--- src/hdl/rmdr_pkg.sv ---
// Package: shared widths, FSM state type and interface structs for the rational mul/div block.
`timescale 1ns / 1ps
package rmdr_pkg;

  // Fixed operand and result widths.
  localparam int unsigned NumW = 16;
  localparam int unsigned DenW = 15;
  localparam int unsigned MagW = 31;
  localparam int unsigned ResNumW = 32;
  localparam int unsigned ResDenW = 31;
  localparam int unsigned CntW = $clog2(MagW);

  typedef enum logic {
    CMD_MUL = 1'b0,
    CMD_DIV = 1'b1
  } cmd_e;

  typedef enum logic [2:0] {
    ST_IDLE,
    ST_TWOS,
    ST_GCD,
    ST_DIVT,
    ST_DIVB
  } state_e;

  // Cross-product front end results.
  typedef struct packed {
    logic [MagW-1:0] top_mag;
    logic [MagW-1:0] bot_mag;
    logic            neg;
    logic            div_by_zero;
    logic            top_zero;
  } prod_t;

  // Shared subtractor results.
  typedef struct packed {
    logic [MagW-1:0] diff;
    logic            borrow;
    logic            zero;
  } sub_res_t;

endpackage

--- src/hdl/rmdr_prod.sv ---
// Cross-product front end: operand magnitudes, products, sign and special cases.
`timescale 1ns / 1ps
module rmdr_prod (
  input  logic                          cmd_i,
  input  logic signed [rmdr_pkg::NumW-1:0] a_num_i,
  input  logic        [rmdr_pkg::DenW-1:0] a_den_i,
  input  logic signed [rmdr_pkg::NumW-1:0] b_num_i,
  input  logic        [rmdr_pkg::DenW-1:0] b_den_i,
  output rmdr_pkg::prod_t               prod_o
);
  import rmdr_pkg::*;

  logic [NumW-1:0]   a_mag;
  logic [NumW-1:0]   b_mag;
  logic [NumW-1:0]   top_op;
  logic [NumW-1:0]   bot_op;
  logic [2*NumW-1:0] top_full;
  logic [2*NumW-1:0] bot_full;

  // Magnitude of the most negative value still fits unsigned.
  assign a_mag = a_num_i[NumW-1] ? (~a_num_i + 1'b1) : a_num_i;
  assign b_mag = b_num_i[NumW-1] ? (~b_num_i + 1'b1) : b_num_i;

  // Divide swaps the second fraction.
  assign top_op = (cmd_e'(cmd_i) == CMD_DIV) ? {1'b0, b_den_i} : b_mag;
  assign bot_op = (cmd_e'(cmd_i) == CMD_DIV) ? b_mag : {1'b0, b_den_i};

  assign top_full = a_mag * top_op;
  assign bot_full = {1'b0, a_den_i} * bot_op;

  assign prod_o.top_mag     = top_full[MagW-1:0];
  assign prod_o.bot_mag     = bot_full[MagW-1:0];
  assign prod_o.neg         = a_num_i[NumW-1] ^ b_num_i[NumW-1];
  assign prod_o.div_by_zero = (bot_full == '0);
  assign prod_o.top_zero    = (top_full == '0);

endmodule

--- src/hdl/rmdr_sub.sv ---
// Shared subtract/compare unit used by the GCD steps and the restoring divider.
`timescale 1ns / 1ps
module rmdr_sub (
  input  logic [rmdr_pkg::MagW-1:0] a_i,
  input  logic [rmdr_pkg::MagW-1:0] b_i,
  output rmdr_pkg::sub_res_t        res_o
);
  import rmdr_pkg::*;

  logic [MagW:0] full;

  assign full = {1'b0, a_i} - {1'b0, b_i};

  assign res_o.diff   = full[MagW-1:0];
  assign res_o.borrow = full[MagW];
  assign res_o.zero   = (full == '0);

endmodule

--- src/hdl/rational_mul_div_reduce.sv ---
// Top level: sequencer for rational multiply/divide with GCD reduction.
`timescale 1ns / 1ps
// Usage
//   Command channel: drive cmd_i and the four operand fields with start_i high.
//   The beat is taken at a rising edge where start_i is high and busy_o is low.
//   Result channel: done_o is high for exactly one cycle with res_num_o,
//   res_den_o and div_by_zero_o valid. The receiver cannot stall; it must
//   take the beat in that cycle.
// Operation
//   Zero numerator or zero denominator product: result in the cycle after
//   accept, busy_o never rises. Otherwise the products are reduced by a
//   binary GCD (one shift or one subtract-or-swap per cycle) followed by two
//   restoring divisions by the GCD. Every subtract and compare goes through
//   one shared 31-bit subtractor. busy_o drops as done_o rises, so a new
//   command can be taken at the edge that ends the result beat.
// Reset
//   rst_ni low clears the sequencer to idle and drops done_o; no clearing
//   pass is needed, the block is ready right after reset.
module rational_mul_div_reduce (
  input  logic                                clk_i,
  input  logic                                rst_ni,
  input  logic                                start_i,
  output logic                                busy_o,
  input  logic                                cmd_i,
  input  logic signed [rmdr_pkg::NumW-1:0]    a_num_i,
  input  logic        [rmdr_pkg::DenW-1:0]    a_den_i,
  input  logic signed [rmdr_pkg::NumW-1:0]    b_num_i,
  input  logic        [rmdr_pkg::DenW-1:0]    b_den_i,
  output logic                                done_o,
  output logic signed [rmdr_pkg::ResNumW-1:0] res_num_o,
  output logic        [rmdr_pkg::ResDenW-1:0] res_den_o,
  output logic                                div_by_zero_o
);
  import rmdr_pkg::*;

  localparam logic [CntW-1:0] LastCnt = CntW'(MagW - 1);

  state_e state_q, state_d;

  prod_t    prod;
  sub_res_t sub;
  logic [MagW-1:0] sub_a, sub_b;

  // Working registers.
  logic [MagW-1:0] x_q, x_d, y_q, y_d;
  logic [CntW-1:0] k_q, k_d;
  logic [MagW-1:0] g_q, g_d;
  logic [MagW-1:0] top_q, top_d, bot_q, bot_d;
  logic            neg_q, neg_d;
  logic [MagW-1:0] rem_q, rem_d, qr_q, qr_d;
  logic [MagW-1:0] tq_q, tq_d;
  logic [CntW-1:0] cnt_q, cnt_d;

  // Result registers.
  logic                      done_q, done_d;
  logic [ResNumW-1:0]        res_num_q, res_num_d;
  logic [ResDenW-1:0]        res_den_q, res_den_d;
  logic                      dbz_q, dbz_d;

  logic            accept;
  logic            special;
  logic [MagW-1:0] trial;
  logic            qbit;
  logic [MagW-1:0] qnext;

  rmdr_prod u_prod (
    .cmd_i   (cmd_i),
    .a_num_i (a_num_i),
    .a_den_i (a_den_i),
    .b_num_i (b_num_i),
    .b_den_i (b_den_i),
    .prod_o  (prod)
  );

  rmdr_sub u_sub (
    .a_i   (sub_a),
    .b_i   (sub_b),
    .res_o (sub)
  );

  assign busy_o  = (state_q != ST_IDLE);
  assign accept  = start_i && !busy_o;
  assign special = prod.div_by_zero || prod.top_zero;

  // Divider step: shift the next dividend bit into the partial remainder.
  assign trial = {rem_q[MagW-2:0], qr_q[MagW-1]};
  assign qbit  = !sub.borrow;
  assign qnext = {qr_q[MagW-2:0], qbit};

  // Route the shared subtractor.
  always_comb begin
    if (state_q == ST_DIVT || state_q == ST_DIVB) begin
      sub_a = trial;
      sub_b = g_q;
    end else begin
      sub_a = x_q;
      sub_b = y_q;
    end
  end

  // Next state.
  always_comb begin
    state_d = state_q;
    unique case (state_q)
      ST_IDLE: begin
        if (accept && !special) state_d = ST_TWOS;
      end
      ST_TWOS: begin
        if (x_q[0] || y_q[0]) state_d = ST_GCD;
      end
      ST_GCD: begin
        if (x_q[0] && y_q[0] && sub.zero) state_d = ST_DIVT;
      end
      ST_DIVT: begin
        if (cnt_q == LastCnt) state_d = ST_DIVB;
      end
      ST_DIVB: begin
        if (cnt_q == LastCnt) state_d = ST_IDLE;
      end
      default: state_d = ST_IDLE;
    endcase
  end

  // Datapath and result updates.
  always_comb begin
    x_d       = x_q;
    y_d       = y_q;
    k_d       = k_q;
    g_d       = g_q;
    top_d     = top_q;
    bot_d     = bot_q;
    neg_d     = neg_q;
    rem_d     = rem_q;
    qr_d      = qr_q;
    tq_d      = tq_q;
    cnt_d     = cnt_q;
    done_d    = 1'b0;
    res_num_d = res_num_q;
    res_den_d = res_den_q;
    dbz_d     = dbz_q;

    unique case (state_q)
      ST_IDLE: begin
        if (accept) begin
          if (special) begin
            // Answer 0/1 at once; flag a zero denominator product.
            done_d    = 1'b1;
            res_num_d = '0;
            res_den_d = ResDenW'(1);
            dbz_d     = prod.div_by_zero;
          end else begin
            x_d   = prod.top_mag;
            y_d   = prod.bot_mag;
            top_d = prod.top_mag;
            bot_d = prod.bot_mag;
            neg_d = prod.neg;
            k_d   = '0;
          end
        end
      end
      ST_TWOS: begin
        // Strip common factors of two, count them.
        if (!x_q[0] && !y_q[0]) begin
          x_d = x_q >> 1;
          y_d = y_q >> 1;
          k_d = k_q + 1'b1;
        end
      end
      ST_GCD: begin
        priority if (!x_q[0]) begin
          x_d = x_q >> 1;
        end else if (!y_q[0]) begin
          y_d = y_q >> 1;
        end else if (sub.zero) begin
          // Equal odd values: restore the power of two and start dividing.
          g_d   = x_q << k_q;
          rem_d = '0;
          qr_d  = top_q;
          cnt_d = '0;
        end else if (sub.borrow) begin
          // Swap so the larger value sits in x.
          x_d = y_q;
          y_d = x_q;
        end else begin
          x_d = sub.diff;
        end
      end
      ST_DIVT, ST_DIVB: begin
        rem_d = qbit ? sub.diff : trial;
        qr_d  = qnext;
        cnt_d = cnt_q + 1'b1;
        if (cnt_q == LastCnt) begin
          rem_d = '0;
          cnt_d = '0;
          if (state_q == ST_DIVT) begin
            tq_d = qnext;
            qr_d = bot_q;
          end else begin
            done_d    = 1'b1;
            res_num_d = neg_q ? (~{1'b0, tq_q} + 1'b1) : {1'b0, tq_q};
            res_den_d = qnext;
            dbz_d     = 1'b0;
          end
        end
      end
      default: begin
        done_d = 1'b0;
      end
    endcase
  end

  always_ff @(posedge clk_i or negedge rst_ni) begin
    if (!rst_ni) begin
      state_q <= ST_IDLE;
      done_q  <= 1'b0;
    end else begin
      state_q <= state_d;
      done_q  <= done_d;
    end
  end

  always_ff @(posedge clk_i) begin
    x_q       <= x_d;
    y_q       <= y_d;
    k_q       <= k_d;
    g_q       <= g_d;
    top_q     <= top_d;
    bot_q     <= bot_d;
    neg_q     <= neg_d;
    rem_q     <= rem_d;
    qr_q      <= qr_d;
    tq_q      <= tq_d;
    cnt_q     <= cnt_d;
    res_num_q <= res_num_d;
    res_den_q <= res_den_d;
    dbz_q     <= dbz_d;
  end

  assign done_o        = done_q;
  assign res_num_o     = res_num_q;
  assign res_den_o     = res_den_q;
  assign div_by_zero_o = dbz_q;

  // A result beat only leaves an idle sequencer.
  a_done_idle : assert property (@(posedge clk_i) disable iff (!rst_ni)
    done_o |-> !busy_o)
    else $error("result strobe while sequencer busy");

  // Flagged results always read 0/1.
  a_dbz_value : assert property (@(posedge clk_i) disable iff (!rst_ni)
    (done_o && div_by_zero_o) |-> (res_num_o == '0 && res_den_o == ResDenW'(1)))
    else $error("div_by_zero result is not 0/1");

  // The GCD loop never sees a zero operand.
  a_gcd_nonzero : assert property (@(posedge clk_i) disable iff (!rst_ni)
    (state_q == ST_GCD || state_q == ST_TWOS) |-> (x_q != '0 && y_q != '0))
    else $error("zero operand inside GCD loop");

  // A nontrivial command always starts the reduction.
  a_start_busy : assert property (@(posedge clk_i) disable iff (!rst_ni)
    (accept && !special) |=> busy_o)
    else $error("accepted command did not start the sequencer");

  // The divisor is nonzero while dividing.
  a_div_nonzero : assert property (@(posedge clk_i) disable iff (!rst_ni)
    (state_q == ST_DIVT || state_q == ST_DIVB) |-> (g_q != '0))
    else $error("zero divisor in reduction");

endmodule
--- config.mk ---
export PLATFORM = sky130hd
export DESIGN_NAME = rational_mul_div_reduce
export DESIGN_NICKNAME = d
export VERILOG_FILES = /design/src/hdl/rmdr_pkg.sv /design/src/hdl/rmdr_prod.sv /design/src/hdl/rmdr_sub.sv /design/src/hdl/rational_mul_div_reduce.sv
export SDC_FILE = /design/constraint.sdc
export NUM_CORES = 2
export LEC_CHECK = 0
export BUFFER_PORTS_ARGS = -buffer_cell sky130_fd_sc_hd__buf_2
export CAP_MARGIN = 40
export CELL_PAD_IN_SITES_DETAIL_PLACEMENT = 0
export CELL_PAD_IN_SITES_GLOBAL_PLACEMENT = 1
export CORE_ASPECT_RATIO = 0.75
export CORE_MARGIN = 5
export CORE_UTILIZATION = 50
export CTS_BUF_LIST = sky130_fd_sc_hd__clkbuf_16
export CTS_CLUSTER_DIAMETER = 80
export CTS_CLUSTER_SIZE = 10
export DETAILED_ROUTE_END_ITERATION = 7
export MAX_ROUTING_LAYER = met4
export PLACE_DENSITY = 0.79
export SLEW_MARGIN = 40
export SYNTH_ARGS = -nofsm -noshare
export SYNTH_HDL_FRONTEND = slang
export SYNTH_SLANG_ARGS = --single-unit
--- constraint.sdc ---
create_clock -name clk_i -period 11.47 [get_ports clk_i]
set_clock_uncertainty 0.15 [all_clocks]
set_input_delay 1.147 -clock clk_i [delete_from_list [all_inputs] [get_ports clk_i]]
set_output_delay 1.147 -clock clk_i [all_outputs]
set_load 0.03 [all_outputs]
Word-level counts from Yosys, hierarchy flattened --
Index checks and enable logic that the tools add are counted.
Storage, ports and cells: flip-flop bits (word level) 326
Cells by class: bitwise operators 5, shifts and indexed selects 1, reductions and logical operators 34, add/sub/neg operators 6, multiply operators 2, multiplexer cells 70, equal/unequal tests 23
Operators by type and width (number):
- $mux W31 | 25
- $pmux W31 S3 | 2
- $mux W32 | 5
- $mux W30 | 5
- $pmux W31 S2 | 2
- $logic_not A32 Y1 | 3
- $mux W16 | 4
- $pmux W32 S2 | 1
- $pmux W30 S2 | 1
- $mux W5 | 7
- $add A16 B1 Y16 const B | 2
- $add A32 B1 Y32 const B | 1
- $mul A16 B16 Y32 | 1
- $not A16 Y16 | 2
- $not A31 Y32 | 1
- $sub A31 B31 Y32 | 1
- $mul A15 B16 Y31 | 1
- $shl A31 B5 Y31 | 1
- $ne A2 B2 Y1 const B | 12
- $pmux W5 S2 | 2
- $reduce_and A4 Y1 | 4
- $mux W3 | 5
- $pmux W3 S5 | 1
- $reduce_and A5 Y1 | 3
- 22 further kinds | 49

Longest topological paths before layout --
word-level depth 11, gate-level depth with buffers 35, depth with buffers taken out 34

By module --
A second synthesis with hierarchy kept.
Second synthesis, totals: cell total of the unflattened synthesis 3847, area, all modules 35856.9 um2
Modules (own cells, without submodules):
- rmdr_prod | cells each 2135, area each 17809.6 um2, times used 1
- rational_mul_div_reduce | cells each 1395, area each 15951.5 um2, times used 1
- rmdr_sub | cells each 317, area each 2095.8 um2, times used 1

Worst setup path before layout --
Ideal clock, no wire load.
path kind input port to flip-flop, from input a_num_i[0] (netlist bit), to register k_q[0] (enable), path slack -1.149 ns, stages on the path 28, library setup time 0.319 ns, arrival 12.150 ns, cell sequence inv_1 -> clkbuf_1 -> ha_1 -> nand2_1 -> or4_1 -> o41ai_1 -> xnor2_1 -> clkbuf_1 -> nand2_1 -> fa_1 -> fa_1 -> fa_1 -> fa_1 -> inv_1 -> fa_1 -> fa_1 -> ha_1 -> clkbuf_1 -> nand4_1 -> nor2_1 -> a21boi_1 -> o21ai_0 -> and4b_1 -> a311oi_1 -> nand2b_1 -> nor3_4 -> nor4_2 -> or2_1
RTL lines:
- start, declared | RTL line rational_mul_div_reduce.sv:25 | input logic signed [rmdr_pkg::NumW-1:0] a_num_i,
- end signal, assigned | RTL line rational_mul_div_reduce.sv:225 | k_q <= k_d;
- end, declared | RTL line rational_mul_div_reduce.sv:46 | logic [CntW-1:0] k_q, k_d;

Worst setup path in the final report --
from input b_num_i[0] (netlist bit), to register res_num_q[2], in the netlist res_num_o[2] (enable)
On the way: longest elaborated chain between the ends 9, elaborated cells on any way between the ends 12, classes of those cells 1 x add/sub; 2 x mul; 1 x eq/ne; 3 x mux; 1 x bitwise; 4 x reduce/logical
RTL lines:
- start, declared | RTL line rational_mul_div_reduce.sv:27 | input logic signed [rmdr_pkg::NumW-1:0] b_num_i,
- $not A16 Y16 | RTL line rmdr_prod.sv:22 | assign b_mag = b_num_i[NumW-1] ? (~b_num_i + 1'b1) : b_num_i;
- $add A16 B1 Y16 | RTL line rmdr_prod.sv:22
- $mux W16 * | RTL line rmdr_prod.sv:22
- $mux W16, on equally long branches | RTL line rmdr_prod.sv:26, rmdr_prod.sv:25
- $mul A15 B16 Y31 / $mul A16 B16 Y32 (equally long branches) | RTL line rmdr_prod.sv:29, rmdr_prod.sv:28
- $logic_not A32 Y1, on equally long branches | RTL line rmdr_prod.sv:34, rmdr_prod.sv:35
- $logic_or A1 B1 Y1 * | RTL line rational_mul_div_reduce.sv:83 | assign special = prod.div_by_zero || prod.top_zero;
- $ne A2 B2 Y1 (no source line) *
- $reduce_and A5 Y1 (no source line) *
- end signal, assigned | RTL line rational_mul_div_reduce.sv:234 | res_num_q <= res_num_d;
- end, declared | RTL line rational_mul_div_reduce.sv:56 | logic [ResNumW-1:0] res_num_q, res_num_d;
Every way passes the cells marked *; elsewhere a longest branch is shown, timed or not. A chain may end at the register's enable or synchronous reset.

==> flow_summary.toml <==
[outcome]
status = "completed"

[timing]
fin_crit_ns = 10.16
fmax_mhz = 98.5
hold_violations = 0
finalCritPeriodShare_pct = 88.5
drv_slew = 0
fin_setup_tns_ns = 0
setup_viol_count_final = 0
maxSlewHeadroom_pct = 43.6
rsz0062_at_grt = "no"
worst_slew_pin_slew_ns = 0.839

[floorplanning]
start_util_pct = 50.7
die_area_um2 = 76900
die_w_um = 318
io_pins = 132
std_cell_rows = 84
coreArea_um2 = 70400
fp.dieH_um = 241

[critical_path]
slowest_stage = "nor2_1"
critPathArrivalTime_ns = 10.19
worst-path-max-fanout = 64
cp_top_family = "adder cells"
crit_path_start_kind = "input pin"
worstSetupEndpointType = "flop"
required_ns = 11.51
critPathKind = "in -> reg"
path_buf_inv = 8
cpPeakStageDelay_ns = 0.56
cp_common_cell = "fa_1"

[route]
dr.first_iter.drc_count = 3157
wire_per_inst_um = 21.5
drtAntennaViolNets = 0
wl_um = 106000
vias_per_cell = 5.83
via_count = 28700
firstDrtPassIters = 5
drc = 0

[cts]
insertion_delay_ns = 0.53
cts_tree = "yes"
htree_levels = 2
cts-root-buf = "clkbuf_16"
clk_pin_slew_ns = 0.06
cts_buffers = 38
cts.sinks = 326
cts_setup_buffers = 0
clockBufferDepth = 3
cts_hold_buf = 0
cts_resized = 0

[synth]
synth_nets = 4570
postSynthAreaPerCell_um2 = 9.17
yosys.area_share.simple_pct = 17.0
syn_inst = 3893
syn-cell-area_um2 = 35700
ys.flop_type = "edfxtp_1"
synthArstFlopShare_pct = 1.23
ys_types = 89
synthXorXnorAreaFrac_pct = 3.34
synth_area_leader_cell = "edfxtp_1"
ys_seq_area_share_pct = 27.4
synth_area_leaders = "edfxtp_1 27%, fa_1 21%, ha_1 8.3%"
synth_compound_area_share_pct = 12.0
ys_seq_elements = 326
synth-adder-area-share_pct = 29.3
ys.warnings.count = 0
synth_top_area_share_pct = 27.1
synthMuxAreaShare_pct = 3.74
synth_edf_count = 322
synth_top_family_by_area = "adder cells"
synthTopCellsByCount = "620 x nand2_1, 496 x inv_1, 375 x fa_1, 341 x nor2_1, 322 x edfxtp_1"
yosys.cell_count.top_type = "nand2_1"

[worst_hold_path]
hold_class = "in -> async"

[final_layout]
fill_cells = 6501
drive_above_1_share_pct = 8.26
syn2layout_area_growth_pct = 8.23
fin_nets = 4627

[global_routing]
antenna_found_initial = 1
track_usage_pct = 28.3
grt_max_degree = 92
grt_pass1_vias = 27800
grt-ovfl-total = 0
grt_pass1_wl_um = 166000

[placement]
dp_hpwl_um = 83500
port_buffers = 131
gp_congestion = 0.969

[flow_run]
max_cap_viol_count = 0
layer usage:
metal / share of wire, % / up-vias / GRT usage (%)
li1: - / 13100 / -
met2: 42 / 1220 / 41.0
met3: 10 / 107 / 5.45
met5: 0 / - / -
met1: 46 / 14200 / 42.7
met4: 1.3 / 0 / 3.83
area by class of cell:
class | count | area, um2 | area share, %
clock inverters | 21 | 100 | 0.259
flip-flops and latches | 326 | 9770 | 25.3
diodes | 1 | 2.50 | 0.00648
inverters | 499 | 1870 | 4.85
well taps | 946 | 1180 | 3.06
repair buffers | 202 | 1220 | 3.15
clock buffers | 39 | 976 | 2.53
multi-input cells | 2883 | 23500 | 60.9
metrics by stage:
stage | cells | area [um2] | hold WS [ns] | util, % | setup WS, ns
global placement | 4855 | 37400 | 0.279 | 53.2 | 0.611
global route | 4916 | 38600 | 0.257 | 54.8 | 0.816
detailed placement | 4856 | 37500 | 0.281 | 53.3 | 0.896
finish | 4917 | 38600 | 0.273 | 54.9 | 1.31
floorplan | 3893 | 35700 | 0.276 | - | 0.327
CTS | 4916 | 38600 | 0.261 | 54.8 | 1.40
cell families after synthesis:
family                     after synthesis
DFF                                    326
xor gates and xnor gates               136
and+or+nand+nor                       1345
adders and majority gates              611
muxes                                  120
buffers and inverters                  684
AOI/OAI and AO/OA                      671
registers in the layout, summed over array words and instances (netlist names):
register       count
qr_q              31
tq_q              31
state_q            3
k_q                5
res_num_o         32
done_o             1
res_den_o         31
x_q               31
top_q             31
bot_q             31
g_q               31
y_q               31
div_by_zero_o      1
neg_q              1
rem_q             30
cnt_q              5
path summary, 6_finish.rpt:
kind                                         from                          to  slack [ns]  cells after the start
max                                    b_num_i[0]  res_num_o[2]$_SDFFCE_PP0P_        1.31                     35
min in group clk_i             qr_q[23]$_DFFE_PP_          tq_q[24]$_DFFE_PP_        0.29                      0
max in group asynchronous                  rst_ni      state_q[0]$_DFFE_PN0P_       10.76                      1
min                                        rst_ni            done_o$_DFF_PN0_        0.27                      1
max reg2reg                state_q[0]$_DFFE_PN0P_            x_q[3]$_DFFE_PP_        4.59                     16
min reg2reg                    qr_q[23]$_DFFE_PP_          tq_q[24]$_DFFE_PP_        0.29                      0
placed cells by master (no fill, tap or decap), types with 15 or more instances in the layout:
cell type / n
a211oi_1: 22
a21boi_0: 21
a21o_1: 17
a21oi_1: 179
a22oi_1: 84
and2_1: 143
and3_1: 15
buf_2: 131
buf_4: 66
clkbuf_16: 39
edfxtp_1: 322
fa_1: 375
ha_1: 236
inv_1: 513
mux2_2: 28
mux2i_1: 82
nand2_1: 619
nand2b_1: 26
nand3_1: 32
nand4_1: 32
nor2_1: 340
nor3_1: 25
o21a_1: 16
o21ai_0: 146
o21ai_1: 31
o31ai_1: 19
or3_1: 19
xnor2_1: 55
xor2_1: 73
Power is not shown: default switching activity piles up to over one toggle a cycle in this logic, so the estimate is an artifact.
